--- src/wrr_pkg.sv ---
// Shared constants, types and state codes for the windowed rise-ratio RSI unit.
`timescale 1ns / 1ps

package wrr_pkg;

  // Ring depth of the price history.
  localparam int DEPTH     = 64;

  localparam int PRICE_W   = 32;
  localparam int PER_W     = 7;
  localparam int PTR_W     = $clog2(DEPTH);
  localparam int CNT_W     = $clog2(DEPTH + 1);
  localparam int CMP_W     = (PER_W > CNT_W) ? PER_W : CNT_W;
  // At most DEPTH moves of less than 2^32 each are summed.
  localparam int SUM_W     = PRICE_W + $clog2(DEPTH);
  localparam int RES_W     = 15;
  localparam int NUM_W     = SUM_W + RES_W;
  localparam int DIV_CNT_W = $clog2(RES_W + 1);

  localparam logic [PER_W-1:0] PERIOD_RST  = 7'd14;
  localparam logic [RES_W-1:0] RES_NEUTRAL = 15'd12800;
  localparam logic [RES_W-1:0] RES_MAX     = 15'd25600;

  localparam logic FUNC_APPEND = 1'b0;
  localparam logic FUNC_QUERY  = 1'b1;

  typedef enum logic [2:0] {
    S_IDLE,
    S_WALK,
    S_SCALE,
    S_DIV,
    S_DONE
  } state_t;

  typedef struct packed {
    logic busy;
    logic done;
  } div_stat_t;

endpackage

--- src/wrr_div.sv ---
// Serial restoring divider that produces one quotient bit per cycle.
`timescale 1ns / 1ps

module wrr_div (
  input  logic                        clk,
  input  logic                        rst_n,
  input  logic                        start,
  input  logic [wrr_pkg::NUM_W-1:0]   dividend,
  input  logic [wrr_pkg::SUM_W-1:0]   divisor,
  output wrr_pkg::div_stat_t          stat,
  output logic [wrr_pkg::RES_W-1:0]   quotient
);
  import wrr_pkg::*;

  logic                 busy_r, busy_nxt;
  logic                 done_r, done_nxt;
  logic [DIV_CNT_W-1:0] cnt_r, cnt_nxt;
  logic [SUM_W-1:0]     rem_r, rem_nxt;
  logic [SUM_W-1:0]     dvs_r, dvs_nxt;
  logic [RES_W-1:0]     quo_r, quo_nxt;
  logic [SUM_W+1:0]     trial;
  logic                 fits;

  // The caller guarantees dividend < divisor * 2^RES_W, so the upper part
  // starts below the divisor and only RES_W quotient bits are needed.
  // quo_r holds the remaining low dividend bits and fills with quotient bits.
  assign trial = {1'b0, rem_r, quo_r[RES_W-1]} - {2'b00, dvs_r};
  assign fits  = ~trial[SUM_W+1];

  always_comb begin
    busy_nxt = busy_r;
    done_nxt = 1'b0;
    cnt_nxt  = cnt_r;
    rem_nxt  = rem_r;
    dvs_nxt  = dvs_r;
    quo_nxt  = quo_r;
    if (start) begin
      busy_nxt = 1'b1;
      cnt_nxt  = DIV_CNT_W'(RES_W);
      rem_nxt  = dividend[NUM_W-1:RES_W];
      quo_nxt  = dividend[RES_W-1:0];
      dvs_nxt  = divisor;
    end else if (busy_r) begin
      rem_nxt = fits ? trial[SUM_W-1:0] : {rem_r[SUM_W-2:0], quo_r[RES_W-1]};
      quo_nxt = {quo_r[RES_W-2:0], fits};
      cnt_nxt = cnt_r - DIV_CNT_W'(1);
      if (cnt_r == DIV_CNT_W'(1)) begin
        busy_nxt = 1'b0;
        done_nxt = 1'b1;
      end
    end
  end

  always_ff @(posedge clk) begin
    if (!rst_n) begin
      busy_r <= 1'b0;
      done_r <= 1'b0;
      cnt_r  <= '0;
    end else begin
      busy_r <= busy_nxt;
      done_r <= done_nxt;
      cnt_r  <= cnt_nxt;
    end
    rem_r <= rem_nxt;
    dvs_r <= dvs_nxt;
    quo_r <= quo_nxt;
  end

  assign stat.busy = busy_r;
  assign stat.done = done_r;
  assign quotient  = quo_r;

endmodule

--- src/windowed_rise_ratio_rsi_unit.sv ---
// Top level of the windowed rise-ratio RSI unit: history ring, sequencer, output register.
`timescale 1ns / 1ps

// An append word (func 0) stores its price in a 64-entry ring and gives no
// result. A query word (func 1) gives one result, the rise ratio times 25600,
// truncated. A query walks the history through the ring's single read port,
// one stored price per cycle, for min(period, stored prices) moves, then,
// unless the walk saw no rise or no price change, runs a divider that retires
// one quotient bit per cycle; a query with period zero or an empty history
// answers fifty. Input is stalled while a query is being worked on. The period
// register is written through the cfg port while idle.
module windowed_rise_ratio_rsi_unit (
  input  logic                          clk,
  input  logic                          rst_n,
  input  logic                          in_valid,
  output logic                          in_stall,
  input  logic                          in_func,
  input  logic [wrr_pkg::PRICE_W-1:0]   in_price,
  output logic                          out_valid,
  input  logic                          out_stall,
  output logic [wrr_pkg::RES_W-1:0]     out_rsi_value,
  input  logic                          cfg_valid,
  output logic                          cfg_ready,
  input  logic [wrr_pkg::PER_W-1:0]     cfg_period
);
  import wrr_pkg::*;

  logic [PRICE_W-1:0] mem [DEPTH];
  logic [PRICE_W-1:0] mem_q_r;
  logic               mem_we;

  state_t             state_r, state_nxt;
  logic [PER_W-1:0]   period_r, period_nxt;
  logic [PTR_W-1:0]   wp_r, wp_nxt;
  logic [CNT_W-1:0]   cnt_r, cnt_nxt;
  logic [PTR_W-1:0]   rd_ptr_r, rd_ptr_nxt;
  logic [CNT_W-1:0]   iss_r, iss_nxt;
  logic [CNT_W-1:0]   acc_r, acc_nxt;
  logic               q_vld_r, q_vld_nxt;
  logic [PRICE_W-1:0] prev_r, prev_nxt;
  logic [SUM_W-1:0]   rise_r, rise_nxt;
  logic [SUM_W-1:0]   tot_r, tot_nxt;
  logic [RES_W-1:0]   res_r, res_nxt;
  logic               out_valid_r, out_valid_nxt;
  logic [RES_W-1:0]   out_value_r, out_value_nxt;

  logic               in_acc;
  logic [PTR_W-1:0]   newest;
  logic [CNT_W-1:0]   moves;
  logic               up;
  logic [PRICE_W-1:0] diff;
  logic [NUM_W-1:0]   num;
  logic               div_start;
  div_stat_t          div_stat;
  logic [RES_W-1:0]   div_quo;

  assign in_stall  = (state_r != S_IDLE);
  assign cfg_ready = (state_r == S_IDLE);
  assign in_acc    = in_valid && !in_stall;

  assign newest = (wp_r == '0) ? PTR_W'(DEPTH - 1) : wp_r - PTR_W'(1);
  assign moves  = (CMP_W'(period_r) >= CMP_W'(cnt_r)) ? cnt_r : CNT_W'(period_r);

  // One move between the previous (newer) price and the one just read.
  assign up   = prev_r > mem_q_r;
  assign diff = up ? prev_r - mem_q_r : mem_q_r - prev_r;

  // 25600 = 2^14 + 2^13 + 2^10.
  assign num = (NUM_W'(rise_r) << 14) + (NUM_W'(rise_r) << 13) + (NUM_W'(rise_r) << 10);

  always_comb begin
    state_nxt     = state_r;
    period_nxt    = period_r;
    wp_nxt        = wp_r;
    cnt_nxt       = cnt_r;
    rd_ptr_nxt    = rd_ptr_r;
    iss_nxt       = iss_r;
    acc_nxt       = acc_r;
    q_vld_nxt     = 1'b0;
    prev_nxt      = prev_r;
    rise_nxt      = rise_r;
    tot_nxt       = tot_r;
    res_nxt       = res_r;
    out_value_nxt = out_value_r;
    out_valid_nxt = out_valid_r;
    mem_we        = 1'b0;
    div_start     = 1'b0;

    if (out_valid_r && !out_stall) begin
      out_valid_nxt = 1'b0;
    end
    if (cfg_valid && cfg_ready) begin
      period_nxt = cfg_period;
    end

    case (state_r)
      S_IDLE: begin
        if (in_acc) begin
          if (in_func == FUNC_APPEND) begin
            mem_we = 1'b1;
            wp_nxt = (wp_r == PTR_W'(DEPTH - 1)) ? '0 : wp_r + PTR_W'(1);
            if (cnt_r < CNT_W'(DEPTH)) begin
              cnt_nxt = cnt_r + CNT_W'(1);
            end
          end else if (period_r == '0 || cnt_r == '0) begin
            res_nxt   = RES_NEUTRAL;
            state_nxt = S_DONE;
          end else begin
            rd_ptr_nxt = newest;
            iss_nxt    = moves;
            acc_nxt    = moves;
            prev_nxt   = in_price;
            rise_nxt   = '0;
            tot_nxt    = '0;
            state_nxt  = S_WALK;
          end
        end
      end
      S_WALK: begin
        // Each read is issued in the cycle before its price is accumulated.
        if (iss_r != '0) begin
          q_vld_nxt  = 1'b1;
          iss_nxt    = iss_r - CNT_W'(1);
          rd_ptr_nxt = (rd_ptr_r == '0) ? PTR_W'(DEPTH - 1) : rd_ptr_r - PTR_W'(1);
        end
        if (q_vld_r) begin
          rise_nxt = rise_r + (up ? SUM_W'(diff) : '0);
          tot_nxt  = tot_r + SUM_W'(diff);
          prev_nxt = mem_q_r;
          acc_nxt  = acc_r - CNT_W'(1);
          if (acc_r == CNT_W'(1)) begin
            state_nxt = S_SCALE;
          end
        end
      end
      S_SCALE: begin
        if (rise_r == '0 || tot_r == '0) begin
          res_nxt   = '0;
          state_nxt = S_DONE;
        end else begin
          div_start = 1'b1;
          state_nxt = S_DIV;
        end
      end
      S_DIV: begin
        if (div_stat.done) begin
          res_nxt   = div_quo;
          state_nxt = S_DONE;
        end
      end
      S_DONE: begin
        if (!out_valid_r || !out_stall) begin
          out_valid_nxt = 1'b1;
          out_value_nxt = res_r;
          state_nxt     = S_IDLE;
        end
      end
      default: begin
        state_nxt = S_IDLE;
      end
    endcase
  end

  always_ff @(posedge clk) begin
    if (!rst_n) begin
      state_r     <= S_IDLE;
      period_r    <= PERIOD_RST;
      wp_r        <= '0;
      cnt_r       <= '0;
      iss_r       <= '0;
      acc_r       <= '0;
      q_vld_r     <= 1'b0;
      out_valid_r <= 1'b0;
    end else begin
      state_r     <= state_nxt;
      period_r    <= period_nxt;
      wp_r        <= wp_nxt;
      cnt_r       <= cnt_nxt;
      iss_r       <= iss_nxt;
      acc_r       <= acc_nxt;
      q_vld_r     <= q_vld_nxt;
      out_valid_r <= out_valid_nxt;
    end
    rd_ptr_r    <= rd_ptr_nxt;
    prev_r      <= prev_nxt;
    rise_r      <= rise_nxt;
    tot_r       <= tot_nxt;
    res_r       <= res_nxt;
    out_value_r <= out_value_nxt;
  end

  always_ff @(posedge clk) begin
    if (mem_we) begin
      mem[wp_r] <= in_price;
    end
    mem_q_r <= mem[rd_ptr_r];
  end

  wrr_div u_div (
    .clk      (clk),
    .rst_n    (rst_n),
    .start    (div_start),
    .dividend (num),
    .divisor  (tot_r),
    .stat     (div_stat),
    .quotient (div_quo)
  );

  assign out_valid     = out_valid_r;
  assign out_rsi_value = out_value_r;

`ifndef ASSERT_OFF
  a_out_from_done: assert property (@(posedge clk) disable iff (!rst_n)
    $rose(out_valid_r) |-> $past(state_r == S_DONE))
    else $error("result word appeared without a finished query");

  a_res_range: assert property (@(posedge clk) disable iff (!rst_n)
    out_valid_r |-> (out_value_r <= RES_MAX))
    else $error("result word exceeds one hundred");

  a_cnt_sat: assert property (@(posedge clk) disable iff (!rst_n)
    cnt_r <= CNT_W'(DEPTH))
    else $error("stored count above ring depth");

  a_div_nonzero: assert property (@(posedge clk) disable iff (!rst_n)
    div_start |-> (tot_r != '0 && !div_stat.busy))
    else $error("divider started with zero divisor or while busy");

  a_walk_reads: assert property (@(posedge clk) disable iff (!rst_n)
    (state_r == S_WALK) |-> (acc_r != '0 && iss_r <= acc_r))
    else $error("history walk lost track of its moves");
`endif

endmodule
--- config.mk ---
export PLATFORM = sky130hd
export DESIGN_NAME = windowed_rise_ratio_rsi_unit
export DESIGN_NICKNAME = d
export VERILOG_FILES = /design/src/wrr_pkg.sv /design/src/wrr_div.sv /design/src/windowed_rise_ratio_rsi_unit.sv
export SDC_FILE = /design/constraint.sdc
export NUM_CORES = 2
export LEC_CHECK = 0
export BUFFER_PORTS_ARGS = -buffer_cell sky130_fd_sc_hd__buf_2
export CORE_MARGIN = 2
export CORE_UTILIZATION = 32
export CTS_CLUSTER_SIZE = 30
export DETAILED_ROUTE_END_ITERATION = 10
export GPL_ROUTABILITY_DRIVEN = 0
export PLACE_DENSITY_LB_ADDON = 0.2
export RECOVER_POWER = 100
export SLEW_MARGIN = 5
export SYNTH_ARGS = -nofsm -noshare
export SYNTH_HDL_FRONTEND = slang
export SYNTH_HIERARCHICAL = 1
export SYNTH_SLANG_ARGS = --single-unit
--- constraint.sdc ---
create_clock -name clk -period 13.2 [get_ports clk]
set_input_delay 2.64 -clock clk [delete_from_list [all_inputs] [get_ports clk]]
set_output_delay 2.64 -clock clk [all_outputs]
set_load 0.01 [all_outputs]
# Word-level counts from Yosys, hierarchy flattened
# Memory sizes are Yosys's and may differ from the RTL's. A register that Yosys moved wholly into a read port is not among the register bits.
# Cells that the tools add are included.
[word_totals] reg_bits=280 mem_bits_rw=2048 inputBits=45 word_cells=156 n_memories=1
[op_classes] n_addsub=14 n_lt_le_gt_ge=3 eq_ne=17 n_mux=67 n_bitwise=4 n_reduce_logical=30
[mem_list] name="mem" words=64 word_bits=32 read_ports=1 rd_ports_with_merged_regs=1 write_ports=1 line="windowed_rise_ratio_rsi_unit.sv:28" rtl="logic [PRICE_W-1:0] mem [DEPTH];"
[ops] operator="$mux 38" count=8
[ops] operator="$mux 32" count=6
[ops] operator="$pmux 38 s2" count=2
[ops] operator="$mux 15" count=7
[ops] operator="$add 38x32->38" count=2
[ops] operator="$logic_not 38->1" count=2
[ops] operator="$pmux 32 s2" count=1
[ops] operator="$sub 32x32->32" count=2
[ops] operator="$add 52x51->53" count=1
[ops] operator="$add 53x48->53" count=1
[ops] operator="$pmux 15 s3" count=1
[ops] operator="$mux 6" count=7
[ops] operator="$mux 7" count=6
[ops] operator="$sub 39x38->40" count=1
[ops] operator="$gt 32x32->1" count=1
[ops] operator="$pmux 7 s2" count=2
[ops] operator="$mux 3" count=8
[ops] operator="$mux 1" count=15
[ops] operator="$pmux 3 s5" count=1
[ops] operator="$logic_not 7->1" count=2
[ops] operator="$ne 2x2->1 const B" count=7
[ops] operator="$sub 7x1->7 const B" count=2
[ops] operator="$logic_not 6->1" count=2
[ops] operator="$pmux 6 s2" count=1
[ops] operator="other kinds (28)" count=47

# Longest topological paths before layout
[logic_depth] depth_word=7 depth_mapped=24 ltp_nobuf=23

# Modules after synthesis
# The synthesis kept the hierarchy.
[modules_own_cells] mod="windowed_rise_ratio_rsi_unit" n_inst=1 cells_per_inst=5224 area_each_um2=96507.6 seq_area_each_um2=67244.5
[modules_own_cells] mod="wrr_div" n_inst=1 cells_per_inst=615 area_each_um2=6173.4 seq_area_each_um2=2852.7

# Least setup slack after synthesis
# OpenSTA, ideal clock, no wires.
[synth_timing] path_kind="input -> register" from="input in_func" to="memory mem[31][0] (enable)" setup_ns=0.423 arrival_ns=5.077 setup_slack_ns=7.700 stages=5 path_buffers=1 cell_sequence="nor3b_1 and2_1 clkbuf_1 nand3_1 nor2_1"
[synth_via] elab_chain_cells=5
[synth_rtl] element="start, declared" line="windowed_rise_ratio_rsi_unit.sv:17" rtl="input logic in_func,"
[synth_rtl] element="$mux 1" line="windowed_rise_ratio_rsi_unit.sv:99" rtl="if (in_func == FUNC_APPEND) begin"
[synth_rtl] element="$mux 1" line="windowed_rise_ratio_rsi_unit.sv:98" rtl="if (in_acc) begin"
[synth_rtl] element="$mux 1" line="windowed_rise_ratio_rsi_unit.sv:96" rtl="case (state_r)"
[synth_rtl] element="$mux 1" line="windowed_rise_ratio_rsi_unit.sv:193" rtl="if (mem_we) begin"
[synth_rtl] element="$mux 1 (implied by the code)" line="windowed_rise_ratio_rsi_unit.sv:194" rtl="mem[wp_r] <= in_price;"
[synth_rtl] element="end, declared" line="windowed_rise_ratio_rsi_unit.sv:28"
# Every way passes these cells.

==> impl_metrics.env <==
export IMPL_first_pass_grt_wire_length_mm=422
export IMPL_timing_reg2reg_setup_slack_ns=4.20
export IMPL_outcome="finished, violations left"
export IMPL_drc=0
export IMPL_cap_violations=142
export IMPL_num_rows=207
export IMPL_holdBufCountCts=0
export IMPL_route_antenna_remaining_nets=0
export IMPL_dp_cells=9952
export IMPL_drt_first_pass_iters=7
export IMPL_core_area_um2=319000
export IMPL_total_setup_violations_reported_at_the_end_of_the_flow=0
export IMPL_route_detailed_vias_per_inst=5.27
export IMPL_critPathCapture="mem_q_r[15]"
export IMPL_relSlewSlack=-1.60
export IMPL_route_final_wire_length_mm=295
export IMPL_timing_setup_tns_ns=0
export IMPL_layout_area_overhead_vs_synth_pct=13.5
export IMPL_regArea_um2=70100
export IMPL_worstPathBufferInverterCount=3
export IMPL_worst_r2r_cell_count=6
export IMPL_die_height_um=570
export IMPL_fin_crit_sh=0.682
export IMPL_clkTransAtPathRegs_ns=0.06
export IMPL_tritoncts="built"
export IMPL_cts_inserted_buffers=272
export IMPL_clk_path_buf_depth=4
export IMPL_critPathCaptureType="flip-flop"
export IMPL_power_density_nw_per_um2=194
export IMPL_die_width_um=570
export IMPL_timing_final_crit_period_ns=9.00
export IMPL_clock_fmax_mhz=111
export IMPL_violations="capacitance limit, slew limit"
export IMPL_cts_sinks=2360
export IMPL_critical_path_slowest_cell="clkbuf_2"
export IMPL_buffer_ports_inserted=62
export IMPL_post_route_non_filler_standard_cell_count=10400
export IMPL_worst_setup_path_start="rd_ptr_r[0]"
export IMPL_initial_utilization=0.322
export IMPL_critical_path_startpoint_type="flip-flop"
export IMPL_finish_instance_area_um2=117000
export IMPL_critical_path_top_cell_by_count="mux4_2"
export IMPL_placedInstanceArea_um2=109000
export IMPL_layout_drive_gt1_share=0.180
export IMPL_crit_fanout=84
export IMPL_required_ns=13.87
export IMPL_timing_critical_path_cells="clkbuf_2 -> clkbuf_1 -> buf_4 -> mux4_2 -> mux4_2 -> mux4_2"
export IMPL_critical_path_reg2reg_startpoint="rd_ptr_r[0]"
export IMPL_number_of_warnings_printed_during_yosys_synthesis=6
export IMPL_final_nets=6379
export IMPL_worstHoldPathCells=0
export IMPL_first_global_vias=56200
export IMPL_rsz0062_at_grt="false"
export IMPL_post_drt_wl_per_cell_um=28.3
export IMPL_h_tree_depth=5
export IMPL_mean_cell_area_of_the_mapped_netlist_um2=17.6
export IMPL_grt_start_max_net_pins=124
export IMPL_tightest_slew_ns=3.90
export IMPL_worstReg2RegEnd="mem_q_r[15]"
export IMPL_syn_cell_area_um2=103000
export IMPL_cts_root_buf="clkbuf_16"
export IMPL_post_cts_buffers=0
export IMPL_multi_input_comb_area_um2=30600
export IMPL_critical_path_arrival_ns=9.67
export IMPL_io_pins=63
export IMPL_critPathTopFamily="buffers and inverters"
export IMPL_drt_iter0_markers=5179
export IMPL_post_cts_resized_instances=0
export IMPL_cpPeakStageDelay_ns=2.69
export IMPL_report_final_slew_viol_count=4682
export IMPL_clkLatencyLatePin_ns=0.94
export IMPL_crit_cells=6
export IMPL_criticalPathCategory="reg -> reg"
export IMPL_post_detail_place_hpwl_mm=181
export IMPL_syn_inst_count=5838
export IMPL_type_of_the_worst_min_delay_path="reg -> reg"
export IMPL_filler_cell_count=29600
export IMPL_ir_drop_worst_vdd_uv=103
export IMPL_timing_hold_violations_final=0
export IMPL_design_die_area_um2=325000
export IMPL_finalPower_mw=22.6
export IMPL_grt_remaining_overflow=0
export IMPL_globalRouteTotalUtil=0.179
export IMPL_routed_via_count=55000
export IMPL_final_setup_skew_ns=0.117
export IMPL_antenna_found_initial=21
export IMPL_p_leak_nw=38.5
[metrics by stage]
step | setup WS (ns) | utilization | hold WS [ns]
4_1_cts | 6.31 | 0.369 | 0.419
6_report | 4.20 | 0.366 | 0.418
5_1_grt | 3.14 | 0.366 | 0.434
2_1_floorplan | 7.70 | - | 0.400
3_3_place_gp | 6.20 | 0.341 | 0.408
3_5_place_dp | 6.33 | 0.341 | 0.405
[cell type report]
class / count / share of cell area
Sequential cell: 2360 / 0.602
Multi-Input combinational cell: 2982 / 0.263
Clock buffer: 339 / 0.0621
Tap cell: 4180 / 0.0449
Clock inverter: 144 / 0.0121
Timing Repair Buffer: 204 / 0.00869
Inverter: 226 / 0.00734
Antenna cell: 9 / 0.000193
[sequential cells by signal, indices dropped and copies added, names as in the netlist, 7 cells and up]
| name | count |
|---|---|
| acc_r | 7 |
| cnt_r | 7 |
| iss_r | 7 |
| mem | 2048 |
| mem_q_r | 32 |
| out_rsi_value | 15 |
| period_r | 7 |
| prev_r | 32 |
| res_r | 15 |
| rise_r | 38 |
| tot_r | 38 |
| u_div/dvs_r | 38 |
| u_div/quotient | 15 |
| u_div/rem_r | 38 |
[worst reg2reg max path, stage by stage (launching register included)]
cell and delay, ns:
edfxtp_1 0.37, clkbuf_2 2.69, clkbuf_1 2.72, buf_4 1.03, mux4_2 0.65, mux4_2 0.57, mux4_2 0.68
[where the power goes]
group	switching, mW	internal, mW	total [mW]
registers	0.125	8.55	8.68
logic	3.97	2.59	6.56
clock network	3.13	4.22	7.35
[layer usage]
| metal | up-vias | global-route usage | part of all wire |
|---|---|---|---|
| met5 | - | 0 | 0 |
| met4 | 0 | 0.0525 | 0.034 |
| met3 | 424 | 0.0222 | 0.052 |
| met2 | 1598 | 0.309 | 0.50 |
| met1 | 29200 | 0.236 | 0.42 |
| li1 | 23800 | - | - |
[worst min-delay path by stage]
| stage | startpoint | slack, ns | end |
|---|---|---|---|
| final | res_r[10] | 0.42 | out_rsi_value[10] |
| after CTS | res_r[11] | 0.42 | out_rsi_value[11] |
| after global routing | res_r[3] | 0.43 | out_rsi_value[3] |
| after global placement | res_r[5] | 0.41 | out_rsi_value[5] |
| after floorplan | res_r[0] | 0.40 | out_rsi_value[0] |
| after detailed placement | res_r[11] | 0.40 | out_rsi_value[11] |
[cell usage in the layout, fill, tap and decap left out, types with 24 or more instances in the layout]
cell type / n
nor3_1: 37
ha_1: 248
xor2_1: 74
nand3_1: 64
buf_2: 31
a31oi_1: 51
o221ai_1: 27
mux2i_1: 81
and3_1: 44
o21bai_1: 29
xnor2_1: 121
buf_4: 29
edfxtp_1: 2283
a21o_1: 96
nor2b_1: 24
nand2b_1: 25
clkbuf_16: 277
clkinv_1: 53
a211oi_1: 27
nor2_1: 301
o21a_1: 36
nand4_1: 42
clkinv_2: 42
mux4_2: 630
o21ai_0: 158
nand2_1: 254
inv_1: 222
dfxtp_1: 77
clkbuf_1: 192
fa_1: 40
a21oi_1: 246
(Power assumes the default switching activity.)
